$ cat src/rtl/line_start_offset_index_core_macros.svh
// Assertion macros for the line start offset index core.
// Used by the top level; needs a clk and arst_n in scope where used.
`ifndef LINE_START_OFFSET_INDEX_CORE_MACROS_SVH
`define LINE_START_OFFSET_INDEX_CORE_MACROS_SVH
`ifndef SYNTHESIS
`define LSOI_ASSERT_SAME(label, ante, cons) \
	label: assert property (@(posedge clk) disable iff (!arst_n) (ante) |-> (cons)) \
		else $error("lsoi assertion failed");
`define LSOI_ASSERT_NEXT(label, ante, cons) \
	label: assert property (@(posedge clk) disable iff (!arst_n) (ante) |=> (cons)) \
		else $error("lsoi assertion failed");
`else
`define LSOI_ASSERT_SAME(label, ante, cons)
`define LSOI_ASSERT_NEXT(label, ante, cons)
`endif
`endif

$ cat src/rtl/lsoi_pkg.sv
// Shared types and constants of the line start offset index core.
// No dependencies.
`default_nettype none
package lsoi_pkg;
	localparam int MAX_LINES   = 1024;
	localparam int OFFSET_BITS = 24;
	localparam int IDX_W       = $clog2(MAX_LINES);
	localparam int CNT_W       = IDX_W + 1;

	localparam logic [2:0] CMD_CLEAR  = 3'd0;
	localparam logic [2:0] CMD_BYTE   = 3'd1;
	localparam logic [2:0] CMD_INSERT = 3'd2;
	localparam logic [2:0] CMD_ERASE  = 3'd3;
	localparam logic [2:0] CMD_QUERY  = 3'd4;

	localparam logic [7:0] NEWLINE = 8'd10;

	typedef enum logic [1:0] {
		ST_OK    = 2'd0,
		ST_FULL  = 2'd1,
		ST_RANGE = 2'd2
	} status_t;

	typedef enum logic [3:0] {
		OP_NONE, OP_LATCH, OP_CLEAR, OP_BYTE, OP_SH_RD, OP_SH_WR, OP_SPL_WR,
		OP_INS_INIT, OP_INS_WR, OP_INS_END, OP_ERA_INIT, OP_ERA_WR,
		OP_ERA_END, OP_RD, OP_QFIN, OP_OUT
	} dp_op_t;

	typedef enum logic [4:0] {
		S_IDLE, S_DISP, S_SH_CHK, S_SH_RD, S_SH_WR, S_SPL, S_INS_CHK,
		S_INS_RD, S_INS_WR, S_INS_END, S_ERA_CHK, S_ERA_RD, S_ERA_WR,
		S_ERA_END, S_Q_RD, S_Q_FIN, S_RES
	} state_t;

	typedef struct packed {
		dp_op_t op;
		logic   in_ready;
	} ctrl_cmd_t;

	typedef struct packed {
		logic [2:0]       cmd;
		logic             is_nl;
		logic             full;
		logic             len_zero;
		logic             ptr_ge_cur;
		logic             ptr_lt_count;
		logic             out_free;
		logic [CNT_W-1:0] count;
	} dp_stat_t;
endpackage
`default_nettype wire

$ cat src/rtl/lsoi_ctrl.sv
// Sequencer of the line start offset index core.
// Depends on lsoi_pkg; drives the datapath through ctrl_cmd_t.
`default_nettype none
module lsoi_ctrl import lsoi_pkg::*; (
	input  wire logic clk,
	input  wire logic arst_n,
	input  wire logic in_valid,
	input  dp_stat_t  stat,
	output ctrl_cmd_t cmd
);
	state_t state_q, state_d;

	// hold state
	always_ff @(posedge clk or negedge arst_n) begin
		if (!arst_n) state_q <= S_IDLE;
		else state_q <= state_d;
	end

	// next state and datapath command
	always_comb begin
		state_d      = state_q;
		cmd.op       = OP_NONE;
		cmd.in_ready = 1'b0;
		unique case (state_q)
			S_IDLE: begin
				cmd.in_ready = 1'b1;
				if (in_valid) begin
					cmd.op  = OP_LATCH;
					state_d = S_DISP;
				end
			end
			S_DISP: begin
				unique case (stat.cmd)
					CMD_CLEAR: begin
						cmd.op  = OP_CLEAR;
						state_d = S_RES;
					end
					CMD_BYTE: begin
						cmd.op  = OP_BYTE;
						state_d = (stat.is_nl && !stat.full) ? S_SH_CHK : S_RES;
					end
					CMD_INSERT: begin
						if (stat.len_zero) state_d = S_RES;
						else begin
							cmd.op  = OP_INS_INIT;
							state_d = S_INS_CHK;
						end
					end
					CMD_ERASE: begin
						if (stat.len_zero) state_d = S_RES;
						else begin
							cmd.op  = OP_ERA_INIT;
							state_d = S_ERA_CHK;
						end
					end
					CMD_QUERY: state_d = S_Q_RD;
					default: state_d = S_RES;
				endcase
			end
			S_SH_CHK: state_d = stat.ptr_ge_cur ? S_SH_RD : S_SPL;
			S_SH_RD: begin
				cmd.op  = OP_SH_RD;
				state_d = S_SH_WR;
			end
			S_SH_WR: begin
				cmd.op  = OP_SH_WR;
				state_d = S_SH_CHK;
			end
			S_SPL: begin
				cmd.op  = OP_SPL_WR;
				state_d = S_RES;
			end
			S_INS_CHK: state_d = stat.ptr_lt_count ? S_INS_RD : S_INS_END;
			S_INS_RD: begin
				cmd.op  = OP_SH_RD;
				state_d = S_INS_WR;
			end
			S_INS_WR: begin
				cmd.op  = OP_INS_WR;
				state_d = S_INS_CHK;
			end
			S_INS_END: begin
				cmd.op  = OP_INS_END;
				state_d = S_RES;
			end
			S_ERA_CHK: state_d = stat.ptr_lt_count ? S_ERA_RD : S_ERA_END;
			S_ERA_RD: begin
				cmd.op  = OP_SH_RD;
				state_d = S_ERA_WR;
			end
			S_ERA_WR: begin
				cmd.op  = OP_ERA_WR;
				state_d = S_ERA_CHK;
			end
			S_ERA_END: begin
				cmd.op  = OP_ERA_END;
				state_d = S_RES;
			end
			S_Q_RD: begin
				cmd.op  = OP_RD;
				state_d = S_Q_FIN;
			end
			S_Q_FIN: begin
				cmd.op  = OP_QFIN;
				state_d = S_RES;
			end
			S_RES: begin
				if (stat.out_free) begin
					cmd.op  = OP_OUT;
					state_d = S_IDLE;
				end
			end
			default: state_d = S_IDLE;
		endcase
	end
endmodule
`default_nettype wire

$ cat config.mk
export PLATFORM = sky130hd
export DESIGN_NAME = lsoi_ctrl
export DESIGN_NICKNAME = d
export VERILOG_FILES = /design/src/rtl/line_start_offset_index_core_macros.svh /design/src/rtl/lsoi_pkg.sv /design/src/rtl/lsoi_ctrl.sv
export SDC_FILE = /design/constraint.sdc
export NUM_CORES = 1
export LEC_CHECK = 0
export BUFFER_PORTS_ARGS = -buffer_cell sky130_fd_sc_hd__clkbuf_2
export CAP_MARGIN = 10
export CORE_AREA = 10 10 47 49
export CTS_BUF_LIST = sky130_fd_sc_hd__clkbuf_4
export DETAILED_ROUTE_END_ITERATION = 10
export DIE_AREA = 0 0 57 59
export PLACE_DENSITY_LB_ADDON = 0.25
export SYNTH_ARGS = -nofsm -noshare
export SYNTH_HDL_FRONTEND = slang
export SYNTH_SLANG_ARGS = --single-unit
$ cat constraint.sdc
create_clock -name clk -period 2.5 [get_ports clk]
set_input_delay 0.25 -clock clk [delete_from_list [all_inputs] [get_ports clk]]
set_output_delay 0.25 -clock clk [all_outputs]
set_load 0.01 [all_outputs]
After elaboration in Yosys (flattened, before gate mapping)
Index checks and enable logic that the tools add are counted.
Operators by class
  eq/ne operators: 22
  muxes and demuxes: 17
  reduce and logical (&&, ||, !) cells: 7
Operators by type and width (number)
  $pmux 5 s14: 1
  $pmux 4 s12: 1
  $eq 5x4->1 const B: 8
  $mux 5: 5
  $eq 5x3->1 const B: 4
  $pmux 5 s4: 1
  $pmux 4 s4: 1
  $mux 4: 3
  $eq 5x2->1 const B: 2
  $mux 3: 3
  $eq 3x2->1 const B: 2
  $eq 5x1->1 const B: 1
  $eq 5x5->1 const B: 1
  $logic_not 5->1: 1
  $ne 2x2->1 const B: 2
  $reduce_or 4->1: 1
  $eq 3x1->1 const B: 1
  $eq 3x3->1 const B: 1
  $logic_not 3->1: 1
  $reduce_or 3->1: 1
  $mux 1: 2
  $reduce_and 2->1: 1
  $logic_and 1x1->1: 1
  $logic_not 1->1: 1
Storage, ports and cells
  output and inout port bits: 5
  register bits: 5

Logic depth before layout (Yosys ltp)
Gate-level depths: netlist of run 1.
  depth after elaboration: 5
  mapped depth: 6
  gate-level depth less buffers: 4

Worst setup path after synthesis of run 1
OpenSTA, ideal clock, no wires.
  kind: register -> output
  from: register state_q[3]
  to: output cmd[1] in the netlist's numbering
  cell stages (with the launch flop): 7
  buffers on the path: 2
  data required time: 2.250 ns
  path slack: 0.976 ns
  arrival: 1.274 ns
  cell sequence: dfrtp_1 -> buf_6 -> nor2_1 -> and3_1 -> buf_4 -> nand2_1 -> o211ai_1
RTL lines
  from (decl): line lsoi_ctrl.sv:11  | state_t state_q, state_d;
  from (signal assigned): line lsoi_ctrl.sv:16  | else state_q <= state_d;
  to (decl): line lsoi_ctrl.sv:9  | output ctrl_cmd_t cmd

==> results of run 1 <==
==> routing by layer <==
metal	wire length, um	global-route usage, %	vias up
met5	0	0	-
met4	32	5.70	0
met3	97	2.58	4
met2	710	16.9	25
met1	717	11.2	304
li1	-	-	326
==> placed cells by master (no fill, tap or decap), types with 2 or more instances in the layout <==
| cell type | n |
|---|---|
| a21oi_1 | 9 |
| clkbuf_2 | 16 |
| clkbuf_4 | 4 |
| dfrtp_1 | 5 |
| inv_1 | 4 |
| nand2_1 | 9 |
| nor2_1 | 6 |
| nor2b_1 | 4 |
| nor3_1 | 2 |
| nor3b_1 | 2 |
| o211ai_1 | 2 |
| o21ai_0 | 4 |
| o311ai_0 | 4 |
| or2b_1 | 2 |
==> repair_timing <==
action                                  4_1_cts  5_1_grt
hold buffers                                  1        0
buffers inserted                              0        0
hold endpoints to repair                      5        0
endpoints found under the setup margin        0        0
==> cell type report <==
cell class | instances | area [um2]
fill | 145 | 699
multi-input combinational | 64 | 414
sequential | 5 | 125
timing repair buffer | 18 | 97.6
clock buffer | 4 | 30.0
tap | 16 | 20.0
inverter | 4 | 15.0
==> final timing paths <==
kind / start / endpoint / slack, ns / cells after the start
setup / recovery: state_q[2]$_DFFE_PN0P_ / cmd[1] / 0.42 / 5
hold reg to reg: state_q[0]$_DFFE_PN0P_ / state_q[0]$_DFFE_PN0P_ / 0.62 / 2
hold / removal: stat[11] / state_q[4]$_DFFE_PN0P_ / 0.34 / 2
max in group asynchronous: arst_n / state_q[0]$_DFFE_PN0P_ / 2.02 / 2
min in group asynchronous: arst_n / state_q[3]$_DFFE_PN0P_ / 0.35 / 2
setup reg to reg: state_q[3]$_DFFE_PN0P_ / state_q[1]$_DFFE_PN0P_ / 0.90 / 4
==> stage by stage <==
step	total power, mW	cells	setup slack (ns)
after detailed placement	0.637	106	0.717
after floorplan	0.527	79	0.976
after global placement	0.638	106	0.700
after global routing	0.827	111	0.303
final	0.746	111	0.416
after CTS	0.750	111	0.431
==> where the power goes <==
group / total, mW / switching (mW) / leakage [nW] / internal, mW
clock: 0.109 / 0.0373 / 0.0184 / 0.0714
sequential: 0.190 / 0.0792 / 0.0664 / 0.111
combinational: 0.448 / 0.243 / 0.209 / 0.204
==> cell families after synthesis <==
group | after synthesis | synth area share [%]
AND/OR/NAND/NOR | 34 | 33.7
AO/OA/AOI/OAI | 29 | 35.0
buffers and inverters | 10 | 8.69
flip-flops | 5 | 21.2
XOR/XNOR | 1 | 1.48
==> impl_metrics.toml, run 1 <==
[drt]
drt_iter0_markers = 17
antenna_left = 0
totalWireLength_mm = 1.56
post_drt_wl_per_cell_um = 14.0
drc = 0
viasPerCell = 5.94
drt_pass1_iterations = 4
num_vias = 659

[power]
ir_drop_mv = 0.657
power_density_nw_per_um2 = 1060
p_leak_nw = 0.294

[setup_path]
worstSetupPathType = "reg -> out"
crit_path_end_kind = "output pin"
crit_chain = "nor2_1 -> and3_1 -> nand2_1 -> o211ai_1 -> clkbuf_2"
critical_path_buf_inv_count = 1
slowest_stage = "dfrtp_1"
cp_max_fo = 13
critical_path.top_delay_family = "simple AND/OR/NAND/NOR gates"
cp.arrival_ns = 1.83
required_ns = 2.25
critPathLaunchType = "register"
cpPeakStageDelay_ns = 0.51

[die]
io-pin-count = 28
coreArea_um2 = 1400
dieHeight_um = 59
dieArea_um2 = 3360
dieWidth_um = 57
num_rows = 14
initial_core_util_pct = 42.1

[clock_network]
path_clk_slew_ns = 0.05
cts_sinks = 5
cts_max_level = 1
cts_tree = "built"
clockBufferDepth = 2
clock-root-buffer = "clkbuf_4"
ctsResizeCount = 0
worst_skew_pair.late_latency_ns = 0.25
numCtsBuffers = 3

[grt]
grt_pass1_vias = 697
antenna_found_initial = 0
grt_pass1_wl_mm = 2.84
grt_overflow_total = 0
groute.usage.overall_pct = 10.0
grt_max_degree = 15

[synth]
synthTopCellsByCount = "9 x a21oi_1, 9 x nand2_1, 6 x nor2_1"
synth_edf_count = 0
synth_top_area_share_pct = 21.2
synth_seq_cells = 5
ys_warn_count = 0
synth_top_flop_cell = "dfrtp_1"
postSynthAreaPerCell_um2 = 7.48
syn_area_um2 = 591
seq_area_frac_synth_pct = 21.2
synth_top_area_cell = "dfrtp_1"
async_flop_share_pct = 100
synth.net_count = 102
synth_cell_types = 36
syn_inst = 79
synth.area.top_cells = "dfrtp_1 21%, a21oi_1 7.6%, o311ai_0 5.9%"

[sta]
rsz0062_at_grt = "no"
relSlewSlack_pct = 71.5
max_freq_mhz = 480
post-route-min-period_ns = 2.08
fin_crit_sh_pct = 83.4
setup_viol = 0
worstMarginPinSlew_ns = 0.422
drv_slew = 0
finClkSkew_ns = 0.00652
final.setup.tns_ns = 0
hold_ws_ns = 0.344
finalHoldViolCount = 0

[layout]
fin_util_pct = 50.1
design_area_um2 = 702
largest_reg_flops = 5
drive_gt1_share_pct = 29.5
reg.largest.list = "state_q x5"
area_growth_pct = 18.9
final_nets = 119
num_antenna_cells = 0
largest_register = "state_q"

[place]
dp_hpwl_mm = 1.22
routabilityCongestion = 0.799
post_dp_cell_area_um2 = 662
port_buffers = 16

[min_path]
worstHoldPathType = "in -> reg"

[run_status]
status = "finished, final reports clean"

[flow_run]
cap_violations = 0
No activity file was read; power rests on OpenSTA's default activity.
==> run 2, diff against run 1 <==
==> constraint.sdc (replaced) <==
create_clock -name clk -period 2 [get_ports clk]
set_input_delay 0.2 -clock clk [delete_from_list [all_inputs] [get_ports clk]]
set_output_delay 0.2 -clock clk [all_outputs]
set_load 0.01 [all_outputs]
==> impl_metrics.toml, run 2 (synthesis gave the netlist of run 1 again) <==
[run_status]
status = "finished, final reports clean"

[layout]
final_common_cell = "clkbuf_2"
final_nets = 122
area_growth_pct = 22.9
fin_util_pct = 51.8
drive_gt1_share_pct = 32.7
largest_reg_flops = 5
mostFrequentLayoutCells = "16 x clkbuf_2, 9 x nand2_1, 9 x a21oi_1, 6 x nor2_1, 5 x dfrtp_1"
stdcell_count = 114
fillCellCount = 154
largest_register = "state_q"
reg.largest.list = "state_q x5"
num_antenna_cells = 0

[power]
p_leak_nw = 0.309
power_density_nw_per_um2 = 1340
ir_drop_mv = 0.762

[drt]
drt_iter0_markers = 15
num_vias = 679
drt_pass1_iterations = 4
totalWireLength_mm = 1.61
post_drt_wl_per_cell_um = 14.1
drc = 0
antenna_left = 0
viasPerCell = 5.96

[place]
routabilityCongestion = 0.787
port_buffers = 16
place_inst = 109
place_ws_ns = 0.335
dp_hpwl_mm = 1.25

[sta]
setup_viol = 0
finalHoldViolCount = 0
drv_slew = 0
rsz0062_at_grt = "no"
max_freq_mhz = 526
finClkSkew_ns = 0.00561
worstMarginPinSlew_ns = 0.452
post-route-min-period_ns = 1.90
relSlewSlack_pct = 69.5
fin_crit_sh_pct = 95.0
final.setup.tns_ns = 0
setup_slack_ns = 0.100
hold_ws_ns = 0.258

[grt]
grt_max_degree = 14
antenna_found_initial = 0
grt_overflow_total = 0
groute.usage.overall_pct = 10.0
grt_pass1_wl_mm = 2.88
grt_pass1_vias = 677

[die]
num_rows = 14
dieHeight_um = 59
dieArea_um2 = 3360
initial_core_util_pct = 42.1
coreArea_um2 = 1400
dieWidth_um = 57
io-pin-count = 28

[clock_network]
cts_sinks = 5
clockBufferDepth = 2
clock-root-buffer = "clkbuf_4"
cts_max_level = 1
path_clk_slew_ns = 0.04
cts_tree = "built"
worst_skew_pair.late_latency_ns = 0.24
numCtsBuffers = 3

[setup_path]
cp_max_fo = 8
worstSetupPathType = "reg -> out"
critPathLaunchType = "register"
rrSetupSlack_ns = 0.45
crit_path_end_kind = "output pin"
cp.arrival_ns = 1.70
required_ns = 1.80

[min_path]
worstHoldPathType = "in -> reg"

[flow_run]
cap_violations = 0
==> run 2: changes by cell type in the layout (fill, tap and decap cells not counted) <==
cell | before | now
buf_4 | 1 | 4
and3_1 | 1 | 0
and3_2 | 0 | 1
==> run 2: final timing paths <==
kind	startpoint	end	cells after the start
setup / recovery	state_q[3]$_DFFE_PN0P_	cmd[1]	5
hold / removal	in_valid	state_q[0]$_DFFE_PN0P_	3
setup reg to reg	state_q[3]$_DFFE_PN0P_	state_q[1]$_DFFE_PN0P_	5
hold reg to reg	state_q[0]$_DFFE_PN0P_	state_q[0]$_DFFE_PN0P_	2
max in group asynchronous	arst_n	state_q[4]$_DFFE_PN0P_	2
min in group asynchronous	arst_n	state_q[2]$_DFFE_PN0P_	2
==> run 2: critical path, cell delays in order (launching register included) <==
cell	delay [ns]
dfrtp_1	0.45
nor2_1	0.27
and3_2	0.30
nand2_1	0.10
o211ai_1	0.17
clkbuf_2	0.16
==> run 2: where the power goes <==
part           total, mW  internal [mW]  leakage (nW)  switching, mW
Combinational      0.658          0.286         0.224          0.372
Sequential         0.184          0.139        0.0664         0.0451
Clock              0.129         0.0889        0.0184         0.0402
==> run 2: layout make-up <==
type	count	area (um2)	share of cell area [%]
Clock buffer	4	30.0	4.14
Timing Repair Buffer	21	120	16.6
Tap cell	16	20.0	2.76
Inverter	4	15.0	2.07
Multi-Input combinational cell	64	415	57.2
Sequential cell	5	125	17.2
==> run 2: per-stage QoR <==
| step | instance area [um2] | total power, mW |
|---|---|---|
| 2_1_floorplan | 591 | 0.658 |
| 3_3_place_gp | 684 | 0.835 |
| 3_5_place_dp | 684 | 0.836 |
| 4_1_cts | 724 | 0.975 |
| 5_1_grt | 726 | 1.07 |
| 6_report | 726 | 0.972 |
==> run 2: routing by layer <==
layer,GRT usage (%),part of all wire (%)
met1,11.3,43
met2,17.4,48
met5,0,0
met4,2.01,0
met3,4.08,8.4
==> run 2: timing repair <==
action	4_1_cts	5_1_grt
gates resized for setup	0	1
endpoints found under the hold margin	5	0
hold buffers	1	0
setup endpoints to repair	0	1
buffers inserted	0	0
==> run 3, diff against run 2 <==
--- a/config.mk
+++ b/config.mk
@@ -5,12 +5,14 @@
 export SDC_FILE = /design/constraint.sdc
 export NUM_CORES = 1
 export LEC_CHECK = 0
+export ABC_AREA = 1
 export BUFFER_PORTS_ARGS = -buffer_cell sky130_fd_sc_hd__clkbuf_2
 export CAP_MARGIN = 10
-export CORE_AREA = 10 10 47 49
+export CORE_MARGIN = 10
+export CORE_UTILIZATION = 53
 export CTS_BUF_LIST = sky130_fd_sc_hd__clkbuf_4
+export CTS_CLUSTER_SIZE = 14
 export DETAILED_ROUTE_END_ITERATION = 10
-export DIE_AREA = 0 0 57 59
 export PLACE_DENSITY_LB_ADDON = 0.25
 export SYNTH_ARGS = -nofsm -noshare
 export SYNTH_HDL_FRONTEND = slang
==> constraint.sdc (replaced) <==
create_clock -name clk -period 2.4 [get_ports clk]
set_input_delay 0.24 -clock clk [delete_from_list [all_inputs] [get_ports clk]]
set_output_delay 0.24 -clock clk [all_outputs]
set_load 0.01 [all_outputs]
==> impl_metrics.toml, run 3 <==
[setup_path]
worstSetupPathType = "reg -> out"
critPathLaunchType = "register"
cp_max_fo = 6
crit_path_end_kind = "output pin"
required_ns = 2.16
cp.arrival_ns = 1.63

[drt]
antenna_left = 0
viasPerCell = 5.23
post_drt_wl_per_cell_um = 11.8
drt_iter0_markers = 37
num_vias = 832
totalWireLength_mm = 1.87
drc = 0
drt_pass1_iterations = 4

[die]
initial_core_util_pct = 59.0
dieWidth_um = 56.1
num_rows = 12
io-pin-count = 28
dieHeight_um = 56.1
dieArea_um2 = 3150
coreArea_um2 = 1170

[synth]
seq_area_frac_synth_pct = 18.1
synth_top_area_cell = "dfrtp_1"
postSynthAreaPerCell_um2 = 5.53
ys_warn_count = 0
synth_cell_types = 18
syn_area_um2 = 691
synth_seq_cells = 5
synthTopCellsByCount = "25 x nand2_1, 24 x nor2_1, 21 x nand3_1"
synth_top_flop_cell = "dfrtp_1"
synth.net_count = 148
syn_inst = 125
synth_edf_count = 0
synth_top_area_share_pct = 18.1
async_flop_share_pct = 100
synth.area.top_cells = "dfrtp_1 18%, nand3_1 15%, nand2_1 14%"
yosysMostFrequentCell = "nand2_1"

[layout]
fillCellCount = 112
fin_util_pct = 69.8
area_growth_pct = 18.3
multi_input_area_um2 = 473
reg.largest.list = "state_q x5"
seqCellArea_um2 = 125
largest_register = "state_q"
drive_gt1_share_pct = 24.8
final_nets = 169
largest_reg_flops = 5
mostFrequentLayoutCells = "25 x nand2_1, 24 x nor2_1, 21 x nand3_1, 17 x inv_1, 16 x clkbuf_2"
final_common_cell = "nand2_1"
stdcell_count = 159
num_antenna_cells = 0

[clock_network]
cts_max_level = 1
cts_sinks = 5
clock-root-buffer = "clkbuf_4"
clockBufferDepth = 2
path_clk_slew_ns = 0.05
numCtsBuffers = 3
cts_tree = "built"
worst_skew_pair.late_latency_ns = 0.26
ctsResizeCount = 0

[place]
place_inst = 154
place_ws_ns = 0.801
routabilityCongestion = 0.915
dp_hpwl_mm = 1.54
port_buffers = 16

[grt]
grt_overflow_total = 0
groute.usage.overall_pct = 11.8
grt_pass1_wl_mm = 3.04
grt_max_degree = 9
antenna_found_initial = 0
grt_pass1_vias = 727

[sta]
finalHoldViolCount = 0
drv_slew = 0
worstMarginPinSlew_ns = 0.358
fin_crit_sh_pct = 78.1
relSlewSlack_pct = 76.1
final.setup.tns_ns = 0
finClkSkew_ns = 0.0127
max_freq_mhz = 533
rsz0062_at_grt = "no"
post-route-min-period_ns = 1.87
setup_slack_ns = 0.525
setup_viol = 0

[min_path]
worstHoldPathType = "in -> reg"

[flow_run]
cap_violations = 0

[power]
ir_drop_mv = 0.468
power_density_nw_per_um2 = 1100
p_leak_nw = 0.470

[run_status]
status = "finished, final reports clean"
## run 3: worst max-delay path, stage by stage, from the launching register on
cell	delay, ns
dfrtp_1	0.46
nor2_2	0.30
nand3_1	0.11
nor2_1	0.21
a21oi_1	0.09
nand3_1	0.08
clkbuf_2	0.13
## run 3: cell families after synthesis
logic type | Yosys count | synth area share [%]
AND/OR/NAND/NOR | 88 | 60.1
flip-flops | 5 | 18.1
AO/OA/AOI/OAI | 10 | 8.33
buffers and inverters | 22 | 13.4
## run 3: per-layer routing
metal	vias to the layer above	global-route usage, %	share of wire [%]
met5	-	0	0
met3	4	3.19	8.6
li1	442	-	-
met2	34	16.2	45
met1	352	14.2	44
met4	0	10.9	2.8
## run 3: area by class of cell
class,count,area share [%]
Multi-Input combinational cell,98,57.9
Sequential cell,5,15.3
Timing Repair Buffer,17,11.0
Inverter,21,9.95
Clock buffer,4,3.68
Tap cell,14,2.14
## run 3: path summary, 6_finish.rpt
path	slack, ns	depth (start not counted)	endpoint	from
max in group asynchronous	1.92	2	state_q[2]$_DFFE_PN0P_	arst_n
worst max-delay path	0.53	6	cmd[4]	state_q[0]$_DFFE_PN0P_
min in group asynchronous	0.33	2	state_q[0]$_DFFE_PN0P_	arst_n
worst min-delay path	0.25	3	state_q[1]$_DFFE_PN0P_	stat[12]
worst max register to register	1.07	7	state_q[2]$_DFFE_PN0P_	state_q[4]$_DFFE_PN0P_
worst min register to register	0.76	2	state_q[0]$_DFFE_PN0P_	state_q[2]$_DFFE_PN0P_
## run 3: report_power, final
part	switching (mW)	internal, mW	total (mW)
combinational	0.371	0.207	0.578
clock	0.0400	0.0745	0.114
sequential	0.0880	0.123	0.211
total	0.499	0.404	0.903
## run 3: what timing repair did
item,CTS,global route
endpoints found under the hold margin,5,0
setup buffers,0,0
hold buffers,1,0
## run 3: stage by stage
step	hold WS [ns]	instance area, um2	power [mW]
2_1_floorplan	-0.0556	691	0.625
3_3_place_gp	0.0566	777	0.770
3_5_place_dp	0.0596	777	0.786
4_1_cts	0.250	817	0.907
5_1_grt	0.267	817	0.990
6_report	0.254	817	0.903
